===== src/rtl/scel_pkg.sv =====
package scel_pkg;

  localparam int MAX_CLASSES = 32;
  localparam int FRAC_BITS   = 16;
  localparam int IDX_W       = $clog2(MAX_CLASSES);
  localparam int LEN_W       = IDX_W + 1;
  localparam int ROW_W       = 24 + 17;
  localparam int DIV_W       = 48;
  localparam int DSR_W       = 22;
  localparam int NB_W        = 6;

  localparam logic [33:0] LN2_Q30 = 34'd744261118;

  localparam logic [2:0] CFG_CLASS_COUNT  = 3'd0;
  localparam logic [2:0] CFG_BATCH_ROWS   = 3'd1;
  localparam logic [2:0] CFG_REDUCTION    = 3'd2;
  localparam logic [2:0] CFG_LOGITS       = 3'd3;
  localparam logic [2:0] CFG_SMOOTHING    = 3'd4;

  localparam logic [1:0] RED_MEAN = 2'd0;

  typedef struct packed {
    logic [5:0]  class_count;
    logic [15:0] batch_rows;
    logic [1:0]  reduction_mode;
    logic        scores_are_logits;
    logic [15:0] smoothing_amount;
  } cfg_t;

  typedef struct packed {
    logic             bank;
    logic [LEN_W-1:0] len;
  } row_desc_t;

  typedef struct packed {
    logic valid;
    logic bank;
  } bank_rel_t;

  typedef struct packed {
    logic             start;
    logic [DIV_W-1:0] dividend;
    logic [DSR_W-1:0] divisor;
    logic [NB_W-1:0]  nbits;
  } div_req_t;

  typedef struct packed {
    logic             we;
    logic [IDX_W:0]   addr;
    logic [ROW_W-1:0] data;
  } row_wr_t;

  // exp(-2^e) in Q30, index e + 24
  function automatic logic [29:0] exp_tab_q30(input logic [4:0] idx);
    logic [29:0] v;
    case (idx)
      5'd0:  v = 30'd1073741760;
      5'd1:  v = 30'd1073741696;
      5'd2:  v = 30'd1073741568;
      5'd3:  v = 30'd1073741312;
      5'd4:  v = 30'd1073740800;
      5'd5:  v = 30'd1073739776;
      5'd6:  v = 30'd1073737728;
      5'd7:  v = 30'd1073733632;
      5'd8:  v = 30'd1073725440;
      5'd9:  v = 30'd1073709056;
      5'd10: v = 30'd1073676290;
      5'd11: v = 30'd1073610760;
      5'd12: v = 30'd1073479712;
      5'd13: v = 30'd1073217664;
      5'd14: v = 30'd1072693760;
      5'd15: v = 30'd1071646719;
      5'd16: v = 30'd1069555701;
      5'd17: v = 30'd1065385899;
      5'd18: v = 30'd1057095000;
      5'd19: v = 30'd1040706261;
      5'd20: v = 30'd1008687096;
      5'd21: v = 30'd947573834;
      5'd22: v = 30'd836230973;
      5'd23: v = 30'd651257337;
      5'd24: v = 30'd395007542;
      5'd25: v = 30'd145315155;
      5'd26: v = 30'd19666268;
      5'd27: v = 30'd360201;
      5'd28: v = 30'd121;
      default: v = 30'd0;
    endcase
    return v;
  endfunction

  // ln(1 + 2^-(idx+1)) in Q30
  function automatic logic [28:0] ln_tab_q30(input logic [4:0] idx);
    logic [28:0] v;
    case (idx)
      5'd0:  v = 29'd435364845;
      5'd1:  v = 29'd239598564;
      5'd2:  v = 29'd126468572;
      5'd3:  v = 29'd65095192;
      5'd4:  v = 29'd33040817;
      5'd5:  v = 29'd16647494;
      5'd6:  v = 29'd8356010;
      5'd7:  v = 29'd4186133;
      5'd8:  v = 29'd2095107;
      5'd9:  v = 29'd1048064;
      5'd10: v = 29'd524160;
      5'd11: v = 29'd262112;
      5'd12: v = 29'd131064;
      5'd13: v = 29'd65534;
      5'd14: v = 29'd32768;
      5'd15: v = 29'd16384;
      5'd16: v = 29'd8192;
      5'd17: v = 29'd4096;
      5'd18: v = 29'd2048;
      5'd19: v = 29'd1024;
      5'd20: v = 29'd512;
      5'd21: v = 29'd256;
      5'd22: v = 29'd128;
      5'd23: v = 29'd64;
      5'd24: v = 29'd32;
      5'd25: v = 29'd16;
      5'd26: v = 29'd8;
      5'd27: v = 29'd4;
      5'd28: v = 29'd2;
      5'd29: v = 29'd1;
      default: v = 29'd0;
    endcase
    return v;
  endfunction

endpackage


===== src/rtl/scel_in_if.sv =====
interface scel_in_if;
  logic               valid;
  logic               ready;
  logic signed [23:0] score;
  logic [16:0]        target;

  modport source (output valid, output score, output target, input ready);
  modport sink (input valid, input score, input target, output ready);
endinterface


===== src/rtl/scel_front.sv =====
module scel_front
  import scel_pkg::*;
(
  input  logic      clk,
  input  logic      rst_n,
  scel_in_if.sink   in_chan,
  input  cfg_t      cfg,
  input  bank_rel_t rel,
  output row_wr_t   row_wr,
  output logic      push,
  output row_desc_t push_desc
);

  logic             wb_r;
  logic [IDX_W-1:0] idx_r;
  logic [1:0]       busy_r;
  logic [LEN_W-1:0] n_eff;
  logic [LEN_W-1:0] fill;
  logic             accept;
  logic             close;

  always_comb begin
    if (cfg.class_count == '0) begin
      n_eff = LEN_W'(1);
    end else if (cfg.class_count > LEN_W'(MAX_CLASSES)) begin
      n_eff = LEN_W'(MAX_CLASSES);
    end else begin
      n_eff = cfg.class_count;
    end
  end

  assign fill           = LEN_W'(idx_r) + LEN_W'(1);
  assign in_chan.ready  = !busy_r[wb_r];
  assign accept         = in_chan.valid && in_chan.ready;
  // a lowered class count closes the row on the next word
  assign close          = (fill >= n_eff);

  assign row_wr.we      = accept;
  assign row_wr.addr    = {wb_r, idx_r};
  assign row_wr.data    = {in_chan.score, in_chan.target};
  assign push           = accept && close;
  assign push_desc.bank = wb_r;
  assign push_desc.len  = fill;

  always_ff @(posedge clk) begin
    if (!rst_n) begin
      wb_r   <= 1'b0;
      idx_r  <= '0;
      busy_r <= 2'b00;
    end else begin
      if (rel.valid) begin
        busy_r[rel.bank] <= 1'b0;
      end
      if (accept) begin
        if (close) begin
          busy_r[wb_r] <= 1'b1;
          wb_r         <= ~wb_r;
          idx_r        <= '0;
        end else begin
          idx_r <= idx_r + IDX_W'(1);
        end
      end
    end
  end

endmodule


===== src/flat_wrapper.sv =====
// flat-port wrapper written by rule: the top's interface ports become plain ports
module scel_front_flat import scel_pkg::*;
  (clk, rst_n, cfg, rel, row_wr, push, push_desc, in_chan_valid, in_chan_score, in_chan_target, in_chan_ready);
  scel_in_if in_chan_i ();
  input  logic clk;
  input  logic rst_n;
  input  cfg_t cfg;
  input  bank_rel_t rel;
  output row_wr_t row_wr;
  output logic push;
  output row_desc_t push_desc;
  input wire logic [$bits(in_chan_i.valid)-1:0] in_chan_valid;
  input wire logic [$bits(in_chan_i.score)-1:0] in_chan_score;
  input wire logic [$bits(in_chan_i.target)-1:0] in_chan_target;
  output wire logic [$bits(in_chan_i.ready)-1:0] in_chan_ready;
  assign in_chan_i.valid = in_chan_valid;
  assign in_chan_i.score = in_chan_score;
  assign in_chan_i.target = in_chan_target;
  assign in_chan_ready = in_chan_i.ready;
  scel_front u_core (.clk(clk), .rst_n(rst_n), .in_chan(in_chan_i), .cfg(cfg), .rel(rel), .row_wr(row_wr), .push(push), .push_desc(push_desc));
endmodule

===== config.mk =====
export PLATFORM = sky130hd
export DESIGN_NAME = scel_front_flat
export DESIGN_NICKNAME = d
export VERILOG_FILES = /design/src/rtl/scel_pkg.sv /design/src/rtl/scel_in_if.sv /design/src/rtl/scel_front.sv /design/src/flat_wrapper.sv
export SDC_FILE = /design/constraint.sdc
export NUM_CORES = 1
export LEC_CHECK = 0
export ABC_AREA = 1
export BUFFER_PORTS_ARGS = -buffer_cell sky130_fd_sc_hd__buf_2
export CAP_MARGIN = 10
export CORE_ASPECT_RATIO = 1.2
export CORE_MARGIN = 3
export CORE_UTILIZATION = 30
export CTS_BUF_LIST = sky130_fd_sc_hd__clkbuf_2
export DETAILED_ROUTE_END_ITERATION = 6
export PLACE_DENSITY = 0.83
export SLEW_MARGIN = 30
export SYNTH_ARGS = -nofsm -noshare
export SYNTH_HDL_FRONTEND = slang
export SYNTH_SLANG_ARGS = --single-unit

===== constraint.sdc =====
create_clock -name clk -period 2.28 [get_ports clk]
set_input_delay 0.114 -clock clk [delete_from_list [all_inputs] [get_ports clk]]
set_output_delay 0.114 -clock clk [all_outputs]
set_load 0.1 [all_outputs]

==> results of run 1 <==
## cells in the mapped netlist
library cell,instances,area [um^2]
sky130_fd_sc_hd__or2_2,1,6.26
sky130_fd_sc_hd__nor2_1,7,26.3
sky130_fd_sc_hd__nand2_1,26,97.6
sky130_fd_sc_hd__inv_4,1,6.26
sky130_fd_sc_hd__inv_2,1,3.75
sky130_fd_sc_hd__inv_1,14,52.6
sky130_fd_sc_hd__o21ai_1,2,10.0
sky130_fd_sc_hd__xor2_1,3,26.3
sky130_fd_sc_hd__a21oi_1,4,20.0
sky130_fd_sc_hd__nor2_2,1,6.26
sky130_fd_sc_hd__nand2_2,4,25.0
sky130_fd_sc_hd__ha_1,7,87.6
sky130_fd_sc_hd__nand3_1,4,20.0
sky130_fd_sc_hd__nor3b_1,1,7.51
sky130_fd_sc_hd__buf_4,44,330
sky130_fd_sc_hd__nor3_1,1,5.00
sky130_fd_sc_hd__o21ai_0,4,20.0
sky130_fd_sc_hd__dfxtp_1,8,160
sky130_fd_sc_hd__buf_6,1,11.3
sky130_fd_sc_hd__a21oi_2,1,8.76
sky130_fd_sc_hd__or2_1,1,6.26
## timing repair
action | CTS | global route
hold buffers | 0 | 0
buffers inserted | 4 | 3
pin swaps | 2 | 6
resized for setup | 2 | 3
setup endpoints to repair | 1 | 1
## worst max-delay path, delay by kind of cell (launching register included)
| kind | cells | cell delay (ps) |
|---|---|---|
| adder cells (fa/ha/maj) | 2 | 450 |
| flip-flops | 1 | 400 |
| AND/OR/NAND/NOR | 4 | 340 |
| buffers and inverters | 3 | 310 |
| XOR/XNOR | 1 | 170 |
| AO/OA/AOI/OAI | 1 | 150 |
## worst paths after layout
kind,start,end,cells past startpoint
max,u_core.idx_r[0],push,11
min,rst_n,u_core.wb_r,3
max reg2reg,u_core.idx_r[0],u_core.wb_r,12
min reg2reg,u_core.busy_r[1],u_core.busy_r[1],2
## metrics by stage
stage | util, % | TNS, ps
after floorplan | - | -4080
final | 34.2 | 0
after CTS | 33.1 | 0
after detailed placement | 30.9 | 0
after global placement | 30.9 | 0
after global routing | 34.2 | -21.1
## kinds of logic (layout without fill, tap and decap cells)
group,count (synthesis),after routing
AO/OA/AOI/OAI,11,11
AND/OR/NAND/NOR,46,46
flip-flops,8,8
XOR/XNOR,3,3
adder cells (fa/ha/maj),7,7
buffers and inverters,61,54
## final cells by class
cell class                 instances  area, um^2
fill                             328        1900
tap                               34        42.5
sequential                         8         179
timing repair buffer              34         205
clock buffer                       4        20.0
inverter                          16        70.1
multi-input combinational         67         473
## state kept, by name, indices dropped and copies added (netlist names)
| signal | cells |
|---|---|
| u_core.busy_r | 2 |
| u_core.idx_r | 5 |
| u_core.wb_r | 1 |
## where the power goes
part,leakage (nW),switching [mW],internal (mW)
clock network,0.0166,0.0489,0.0467
registers,0.0689,0.0243,0.159
logic,0.432,0.397,0.125
total,0.518,0.470,0.331
## per-layer routing
metal | part of all wire (%) | vias to the layer above | track usage, %
met2 | 49 | 22 | 15.0
met3 | 13 | 8 | 4.02
li1 | - | 359 | -
met5 | 0 | - | 0
met4 | 0.78 | 0 | 4.35
met1 | 38 | 310 | 9.02
==> reports/qor.log, run 1 <==
[outcome] result of the run complete, no violations
[layout] Synth-to-Final Area Change 5.61%
[setup_path] Data arrival, critical path 2060 ps
[place] count of placed standard cells including taps 152
[clock_tree] number of buffers created by CTS 3
[setup_path] Worst Path Class, Setup reg2out
[die] number of ports placed on the die boundary 144
[power] Pwr Density 810 nW/um^2
[clock_tree] Clock transition at path regs 90 ps
[setup_path] max incr delay on CP 400 ps
[yosys] mux share of post-synthesis cell area 0%
[clock_tree] number of buffers between clock root and the deepest sink 2
[timing] worst path setup slack after routing 101 ps
[layout] most frequent cells in the layout sky130_fd_sc_hd__buf_2, sky130_fd_sc_hd__nand2_1, sky130_fd_sc_hd__inv_1
[place] total half-perimeter wirelength after legalization and detailed placement 1390 um
[clock_tree] count of clock tree sinks 8
[yosys] Post-Synth Adder-Cell Area 9.35%
[place] final estimated routing congestion in global placement 0.833
[timing] final-report max-slew violation count 0
[timing] Clock Skew 8.01 ps
[yosys] Compound-Gate Fraction of Synth Area 6.28%
[layout] count of inserted antenna diode cells 0
[clock_tree] htree depth 1
[hold_path] worst hold-check path type in2reg
[drt] drt wl/cell 10.2 um
[place] placed cell areas 893 um^2
[die] total die area 3830 um^2
[timing] share of the clock period used by the worst path 95.6%
[setup_path] data required time at the worst endpoint 2170 ps
[grt] maximum number of pins on one net before global-route repair 11
[power] worst vdd ir 0.408 mV
[setup_path] Reg2Reg Setup Slack 340 ps
[die] horizontal die dimension 57.0 um
[clock_tree] clock tree from TritonCTS yes
[yosys] netlist area before placement 937 um^2
[setup_path] kind of start point of the critical path flip-flop
[die] effective utilization at floorplan 32.4%
[grt] global-route wire length before repair 2640 um
[timing] slew at the pin with the worst max-slew slack 492 ps
[layout] Cell Count, Final, Fillers Out 163
[yosys] synthesized area per cell 6.89 um^2
[drt] post-detailed-routing wire length 1670 um
[layout] total non-filler cell area in the finished layout 990 um^2
[grt] antenna violations before repair 0
[drt] # DRC 0
[die] Placeable Area 2890 um^2
[yosys] synthesized net count 230
[drt] total vias in the final route 699
[layout] commonest non-fill, non-tap cell in the layout sky130_fd_sc_hd__buf_2
[timing] worst hold slack 145 ps
[timing] Final Hold Viols 0
[clock_tree] Root Driver sky130_fd_sc_hd__clkbuf_2
[yosys] largest family of logic cells by synthesized area buffers and inverters
[setup_path] crit path cell chain ha_4 > nand3_4 > xor2_4 > ha_1 > nand2_1 > inv_1 > a21oi_2 > nand2_2 > nand2_4 > clkinvlp_4 > buf_12
[place] Port-buffer cells 26
[yosys] post-synthesis sequential area ratio 17.1%
[yosys] Yosys Warn Count 0
[yosys] Post-Synthesis Cells 136
[timing] Final Setup Violations 0
[power] total leakage power 0.518 nW
[setup_path] Max stage delay cell, worst path sky130_fd_sc_hd__dfxtp_4
[timing] Fmax 459 MHz
[clock_tree] worst skew pair latency 230 ps
[layout] share of layout cells above drive strength 1 48.8%
[power] power after layout 801 uW
[grt] total congestion overflow after global routing 0
[grt] number of global-route vias before repair 605
[place] post-placement worst setup slack 76.9 ps
[drt] Routed Antenna Nets 0
[die] die extent in y 67.2 um
[yosys] post-synthesis share of cell area spent on and, or, nand and nor gates 21.4%
[grt] Total Routing Usage GR 8.75%
[yosys] number of unique standard cell types used by synthesis 21
[layout] Total Nets Final 224
[timing] time the worst path needs with I/O delays and setup 2180 ps
[drt] detailed-routing iteration count for the pre-antenna-repair pass 2
[yosys] parity-gate share of the synthesized area counting xor and xnor cells 2.80%
[die] standard-cell rows 21
[drt] number of vias per cell after detailed routing 4.29
[setup_path] Critical Path Fanout Max 4
[setup_path] critical path capture point type primary output
[drt] number of violations reported at the end of detailed-routing iteration 0 10
[yosys] total of flip-flops plus latches after synthesis 8
[run] number of violations of the max-capacitance limit 0
[timing] tightest slew margin relative to the limit 67.4%
Note: power is estimated with default switching activity, not from simulation.
==> run 2: changes to the inputs <==
--- a/config.mk
+++ b/config.mk
@@ -13,7 +13,7 @@
 export CORE_UTILIZATION = 30
 export CTS_BUF_LIST = sky130_fd_sc_hd__clkbuf_2
 export DETAILED_ROUTE_END_ITERATION = 6
-export PLACE_DENSITY = 0.83
+export PLACE_DENSITY = 0.94
 export SLEW_MARGIN = 30
 export SYNTH_ARGS = -nofsm -noshare
 export SYNTH_HDL_FRONTEND = slang
==> reports/qor.log, run 2 (synthesis gave the netlist of run 1 again) <==
[outcome] result of the run complete, no violations [unchanged]
[power] Pwr Density 781 nW/um^2 [was 810 nW/um^2]
[place] placed cell areas 893 um^2 [unchanged]
[timing] tightest slew margin relative to the limit 67.3% [was 67.4%]
[grt] number of global-route vias before repair 676 [was 605]
[grt] maximum number of pins on one net before global-route repair 12 [was 11]
[die] horizontal die dimension 57.0 um [unchanged]
[layout] Cell Count, Final, Fillers Out 163 [unchanged]
[power] relative contribution of combinational cells to total power 65.2% [was 65.1%]
[clock_tree] Clock transition at path regs 90 ps [about the same]
[power] Reg power frac 23.0% [was 22.9%]
[setup_path] max incr delay on CP 390 ps [was 400 ps]
[place] final estimated routing congestion in global placement 0.783 [was 0.833]
[setup_path] data required time at the worst endpoint 2170 ps [about the same]
[layout] count of inserted antenna diode cells 0 [unchanged]
[timing] worst hold slack 131 ps [was 145 ps]
[layout] largest reg by FF count u_core.idx_r [unchanged]
[grt] global-route wire length before repair 2750 um [was 2640 um]
[die] effective utilization at floorplan 32.4% [unchanged]
[layout] Synth-to-Final Area Change 11.5% [was 5.61%]
[power] proportion of power drawn by the clock network 11.8% [was 11.9%]
[grt] total congestion overflow after global routing 0 [unchanged]
[clock_tree] number of buffers created by CTS 3 [unchanged]
[die] total die area 3830 um^2 [unchanged]
[place] Port-buffer cells 26 [unchanged]
[timing] final-report max-slew violation count 0 [unchanged]
[setup_path] Worst Path Class, Setup reg2out [unchanged]
[place] count of placed standard cells including taps 152 [unchanged]
[setup_path] critical path's top delay family simple AND/OR/NAND/NOR gates [was adder cells]
[timing] Final Hold Viols 0 [unchanged]
[setup_path] total buffers and inverters traversed by the critical path 4 [was 3]
[setup_path] Max stage delay cell, worst path sky130_fd_sc_hd__dfxtp_4 [unchanged]
[power] net switching fraction of the power 58.2% [was 58.6%]
[clock_tree] count of clock tree sinks 8 [unchanged]
[drt] number of vias per cell after detailed routing 4.33 [was 4.29]
[setup_path] Data arrival, critical path 2060 ps [about the same]
[power] worst vdd ir 0.324 mV [was 0.408 mV]
[die] standard-cell rows 21 [unchanged]
[timing] time the worst path needs with I/O delays and setup 2170 ps [was 2180 ps]
[layout] total non-filler cell area in the finished layout 1040 um^2 [was 990 um^2]
[power] switching power of the nets 475 uW [was 470 uW]
[setup_path] Critical Path Fanout Max 3 [was 4]
[timing] worst path setup slack after routing 108 ps [was 101 ps]
[timing] Clock Skew 14.6 ps [was 8.01 ps]
[setup_path] critical path capture point type primary output [unchanged]
[timing] Fmax 461 MHz [was 459 MHz]
[drt] Routed Antenna Nets 0 [unchanged]
[drt] # DRC 0 [unchanged]
[power] total leakage power 0.514 nW [was 0.518 nW]
[drt] detailed-routing iteration count for the pre-antenna-repair pass 3 [was 2]
[power] power after layout 816 uW [was 801 uW]
[run] number of violations of the max-capacitance limit 0 [unchanged]
[clock_tree] clock tree from TritonCTS yes [unchanged]
[layout] commonest non-fill, non-tap cell in the layout sky130_fd_sc_hd__buf_2 [unchanged]
[place] total half-perimeter wirelength after legalization and detailed placement 1350 um [was 1390 um]
[layout] Total Nets Final 224 [unchanged]
[drt] post-detailed-routing wire length 1760 um [was 1670 um]
[die] Placeable Area 2890 um^2 [unchanged]
[layout] most frequent cells in the layout sky130_fd_sc_hd__buf_2, sky130_fd_sc_hd__nand2_1, sky130_fd_sc_hd__inv_1 [unchanged]
[layout] Final Core Density 36.1% [was 34.2%]
[clock_tree] Root Driver sky130_fd_sc_hd__clkbuf_2 [unchanged]
[setup_path] kind of start point of the critical path flip-flop [unchanged]
[layout] registers with the most flip-flops u_core.idx_r: 5 flops, u_core.busy_r: 2 flops, u_core.wb_r: 1 flops [unchanged]
[drt] drt wl/cell 10.8 um [was 10.2 um]
[timing] slew at the pin with the worst max-slew slack 490 ps [was 492 ps]
[clock_tree] number of buffers between clock root and the deepest sink 2 [unchanged]
[die] number of ports placed on the die boundary 144 [unchanged]
[timing] post-route setup TNS 0 ps [unchanged]
[grt] antenna violations before repair 0 [unchanged]
[clock_tree] worst skew pair latency 240 ps [was 230 ps]
[drt] total vias in the final route 706 [was 699]
[layout] share of layout cells above drive strength 1 51.9% [was 48.8%]
[grt] Total Routing Usage GR 8.87% [was 8.75%]
[power] P_int 341 uW [was 331 uW]
[die] die extent in y 67.2 um [unchanged]
[setup_path] crit path cell chain buf_12 > nand3_4 > nor3b_4 > ha_4 > nand2_1 > inv_1 > a21oi_2 > nand2_2 > nand2_2 > clkinvlp_4 > buf_12 [was ha_4 > nand3_4 > xor2_4 > ha_1 > nand2_1 > inv_1 > a21oi_2 > nand2_2 > nand2_4 > clkinvlp_4 > buf_12]
[clock_tree] htree depth 1 [unchanged]
[hold_path] worst hold-check path type in2reg [unchanged]
[layout] flip-flop count of the largest register after layout 5 [unchanged]
[timing] share of the clock period used by the worst path 95.2% [was 95.6%]
[place] post-placement worst setup slack 115 ps [was 76.9 ps]
[timing] Final Setup Violations 0 [unchanged]
[drt] number of violations reported at the end of detailed-routing iteration 0 11 [was 10]
run 2: cell counts in the layout (fill, tap and decap cells not counted):
No cell type changed its count.
run 2: final cells by class:
type                            instances  area [um^2]
Tap cell                               34         42.5
Fill cell                             292         1850
Sequential cell                         8          179
Clock buffer                            4         20.0
Timing Repair Buffer                   34          221
Inverter                               16         70.1
Multi-Input combinational cell         67          512
run 2: final timing paths:
check,cells past startpoint,start,slack [ps],end
max,11,u_core.idx_r[1],110,push
min,3,rst_n,130,u_core.wb_r
max reg2reg,13,u_core.idx_r[1],350,u_core.idx_r[3]
min reg2reg,2,u_core.busy_r[1],480,u_core.busy_r[1]
run 2: repair_timing:
item,4_1_cts,5_1_grt
hold buffers,0,0
setup buffers,4,3
setup endpoints to repair,1,1
resized for setup,5,5
pin swaps,3,6
run 2: per-layer routing:
metal  track usage [%]  share of wire [%]
met1              8.32                 35
met5                 0                  0
met3              2.49                8.2
met2              16.6                 55
met4              6.09                1.3
run 2: worst reg2reg max path, stage by stage, from the launching register on:
cell                      delay (ps)
sky130_fd_sc_hd__dfxtp_4         380
sky130_fd_sc_hd__buf_12          130
sky130_fd_sc_hd__nand3_4         120
sky130_fd_sc_hd__xor2_4          180
sky130_fd_sc_hd__inv_2            70
sky130_fd_sc_hd__ha_4            260
sky130_fd_sc_hd__nand2_1          40
sky130_fd_sc_hd__nor2_1          100
sky130_fd_sc_hd__nand2_1          70
sky130_fd_sc_hd__nand2_2          90
sky130_fd_sc_hd__nand2_2          80
sky130_fd_sc_hd__buf_4           170
sky130_fd_sc_hd__nand2_2         100
sky130_fd_sc_hd__nor2_1           50
run 2: power by group through the flow:
stage	clock network [mW]	logic (mW)	registers [mW]
after floorplan	0	0.680	0.272
after global placement	0	0.486	0.186
after detailed placement	0	0.490	0.187
after CTS	0.0997	0.523	0.184
after global routing	0.108	0.569	0.192
final	0.0964	0.532	0.187
==> run 3: changes to the inputs <==
--- a/config.mk
+++ b/config.mk
@@ -8,7 +8,6 @@
 export ABC_AREA = 1
 export BUFFER_PORTS_ARGS = -buffer_cell sky130_fd_sc_hd__buf_2
 export CAP_MARGIN = 10
-export CORE_ASPECT_RATIO = 1.2
 export CORE_MARGIN = 3
 export CORE_UTILIZATION = 30
 export CTS_BUF_LIST = sky130_fd_sc_hd__clkbuf_2
==> reports/qor.log, run 3 (synthesis gave the netlist of run 1 again) <==
[clock_tree] htree depth 1 [unchanged]
[setup_path] critical path capture point type primary output [unchanged]
[grt] antenna violations before repair 0 [unchanged]
[hold_path] endpoint with the worst hold slack u_core.busy_r[1] [was u_core.wb_r]
[timing] Final Hold Viols 0 [unchanged]
[setup_path] worst r2r dst u_core.wb_r [was u_core.idx_r[3]]
[place] count of placed standard cells including taps 159 [was 152]
[power] net switching fraction of the power 58.7% [was 58.2%]
[power] switching power of the nets 483 uW [was 475 uW]
[outcome] result of the run complete, no violations [unchanged]
[layout] largest reg by FF count u_core.idx_r [unchanged]
[clock_tree] number of buffers created by CTS 3 [unchanged]
[drt] total vias in the final route 710 [was 706]
[die] horizontal die dimension 61.9 um [was 57.0 um]
[setup_path] Worst path most repeated cell sky130_fd_sc_hd__nand2_2
[layout] commonest non-fill, non-tap cell in the layout sky130_fd_sc_hd__buf_2 [unchanged]
[grt] maximum number of pins on one net before global-route repair 12 [unchanged]
[grt] Total Routing Usage GR 9.78% [was 8.87%]
[power] Reg power frac 22.8% [was 23.0%]
[place] Port-buffer cells 26 [unchanged]
[die] die extent in y 61.9 um [was 67.2 um]
[die] standard-cell rows 19 [was 21]
[timing] Clock Skew 9.30 ps [was 14.6 ps]
[power] power after layout 822 uW [was 816 uW]
[setup_path] Critical Path Fanout Max 3 [unchanged]
[die] number of ports placed on the die boundary 144 [unchanged]
[grt] global-route wire length before repair 2790 um [was 2750 um]
[hold_path] worst hold path depth 3 [unchanged]
[die] effective utilization at floorplan 32.6% [was 32.4%]
[drt] number of vias per cell after detailed routing 4.15 [was 4.33]
[setup_path] crit path cell chain ha_4 > nand3_4 > xor2_4 > ha_1 > nand2_1 > inv_2 > a21oi_2 > nand2_2 > nand2_2 > clkinvlp_4 > buf_12 [was buf_12 > nand3_4 > nor3b_4 > ha_4 > nand2_1 > inv_1 > a21oi_2 > nand2_2 > nand2_2 > clkinvlp_4 > buf_12]
[setup_path] Critical R2R Launch u_core.idx_r[1] [unchanged]
[power] relative contribution of combinational cells to total power 65.1% [was 65.2%]
[drt] number of violations reported at the end of detailed-routing iteration 0 5 [was 11]
[layout] total non-filler cell area in the finished layout 1020 um^2 [was 1040 um^2]
[timing] time the worst path needs with I/O delays and setup 2160 ps [was 2170 ps]
[layout] Total Nets Final 224 [unchanged]
[layout] Synth-to-Final Area Change 9.35% [was 11.5%]
[power] P_int 339 uW [was 341 uW]
[setup_path] length in cells of the worst reg-to-reg path 12 [was 13]
[timing] final-report max-slew violation count 0 [unchanged]
[drt] # DRC 0 [unchanged]
[setup_path] Reg2Reg Setup Slack 360 ps [was 350 ps]
[drt] detailed-routing iteration count for the pre-antenna-repair pass 4 [was 3]
[timing] Final Setup Violations 0 [unchanged]
[clock_tree] worst skew pair latency 250 ps [was 240 ps]
[place] final estimated routing congestion in global placement 0.751 [was 0.783]
[grt] total congestion overflow after global routing 0 [unchanged]
[run] number of violations of the max-capacitance limit 0 [unchanged]
[clock_tree] Clock transition at path regs 90 ps [about the same]
[clock_tree] clock tree from TritonCTS yes [unchanged]
[setup_path] max incr delay on CP 380 ps [was 390 ps]
[setup_path] kind of start point of the critical path flip-flop [unchanged]
[clock_tree] Hold-fix buffers, CTS 0 [unchanged]
[die] Placeable Area 2880 um^2 [was 2890 um^2]
[layout] flip-flop count of the largest register after layout 5 [unchanged]
[power] Pwr Density 802 nW/um^2 [was 781 nW/um^2]
[layout] count of inserted antenna diode cells 0 [unchanged]
[layout] share of layout cells above drive strength 1 52.7% [was 51.9%]
[power] total leakage power 0.509 nW [was 0.514 nW]
[setup_path] Max stage delay cell, worst path sky130_fd_sc_hd__dfxtp_4 [unchanged]
[timing] worst path setup slack after routing 120 ps [was 108 ps]
[timing] slew at the pin with the worst max-slew slack 529 ps [was 490 ps]
[drt] Routed Antenna Nets 0 [unchanged]
[layout] fill cell instance count of the final layout 286 [was 292]
[setup_path] Worst Path Class, Setup reg2out [unchanged]
[timing] share of the clock period used by the worst path 94.7% [was 95.2%]
[grt] number of global-route vias before repair 651 [was 676]
[setup_path] data required time at the worst endpoint 2170 ps [about the same]
[clock_tree] count of clock tree sinks 8 [unchanged]
[layout] Cell Count, Final, Fillers Out 171 [was 163]
[power] worst vdd ir 0.343 mV [was 0.324 mV]
[layout] most frequent cells in the layout sky130_fd_sc_hd__buf_2, sky130_fd_sc_hd__nand2_1, sky130_fd_sc_hd__inv_1 [unchanged]
[drt] drt wl/cell 11.0 um [was 10.8 um]
[hold_path] worst hold-check path type in2reg [unchanged]
[timing] Fmax 463 MHz [was 461 MHz]
[timing] post-route setup TNS 0 ps [unchanged]
[place] placed cell areas 896 um^2 [was 893 um^2]
[layout] registers with the most flip-flops u_core.idx_r: 5 flops, u_core.busy_r: 2 flops, u_core.wb_r: 1 flops [unchanged]
[power] proportion of power drawn by the clock network 12.2% [was 11.8%]
[hold_path] critical hold path startpoint rst_n [unchanged]
[layout] Final Core Density 35.6% [was 36.1%]
[place] total half-perimeter wirelength after legalization and detailed placement 1440 um [was 1350 um]
[drt] post-detailed-routing wire length 1880 um [was 1760 um]
[place] post-placement worst setup slack 74.1 ps [was 115 ps]
[clock_tree] number of buffers between clock root and the deepest sink 2 [unchanged]
[setup_path] Data arrival, critical path 2050 ps [was 2060 ps]
[clock_tree] Root Driver sky130_fd_sc_hd__clkbuf_2 [unchanged]
[die] total die area 3830 um^2 [about the same]
[timing] tightest slew margin relative to the limit 64.7% [was 67.3%]
[timing] worst hold slack 145 ps [was 131 ps]
-- run 3: what timing repair did --
item / in CTS / in global routing
setup buffers: 5 / 3
pin swaps: 1 / 10
resized for setup: 5 / 6
endpoints found under the setup margin: 1 / 1
-- run 3: metal layers --
metal / routed length [um] / track usage [%] / up-vias
li1: - / - / 359
met1: 696 / 10.0 / 319
met3: 197 / 5.99 / 8
met5: 0 / 0 / -
met4: 23 / 5.45 / 0
met2: 964 / 15.4 / 24
-- run 3: worst max path at each step --
stage,from,endpoint,slack [ps]
2_1_floorplan,u_core.idx_r[4],push,-740
5_1_grt,u_core.idx_r[0],push,-6
3_5_place_dp,u_core.idx_r[0],push,70
4_1_cts,u_core.idx_r[0],push,20
3_3_place_gp,u_core.idx_r[0],push,130
6_report,u_core.idx_r[1],push,120
-- run 3: area by class of cell --
type	count	area [um^2]	area share (%)
clock buffer	4	20.0	1.95
inverter	16	70.1	6.84
multi-input combinational	67	490	47.9
sequential	8	179	17.5
tap	42	52.6	5.13
timing repair buffer	34	213	20.8
-- run 3: power groups by stage --
stage | logic (mW) | registers [mW] | clock network (mW)
after floorplan | 0.680 | 0.272 | 0
after global placement | 0.477 | 0.191 | 0
after detailed placement | 0.483 | 0.193 | 0
after CTS | 0.518 | 0.186 | 0.103
after global routing | 0.565 | 0.191 | 0.111
final | 0.535 | 0.187 | 0.0999
-- run 3: critical path, delay by kind of cell, from the launching register on --
family,cells,cell delay [ps]
AO/OA/AOI/OAI,1,130
adder cells (fa/ha/maj),2,420
flip-flops,1,380
XOR/XNOR,1,170
buffers and inverters,3,310
AND/OR/NAND/NOR,4,380
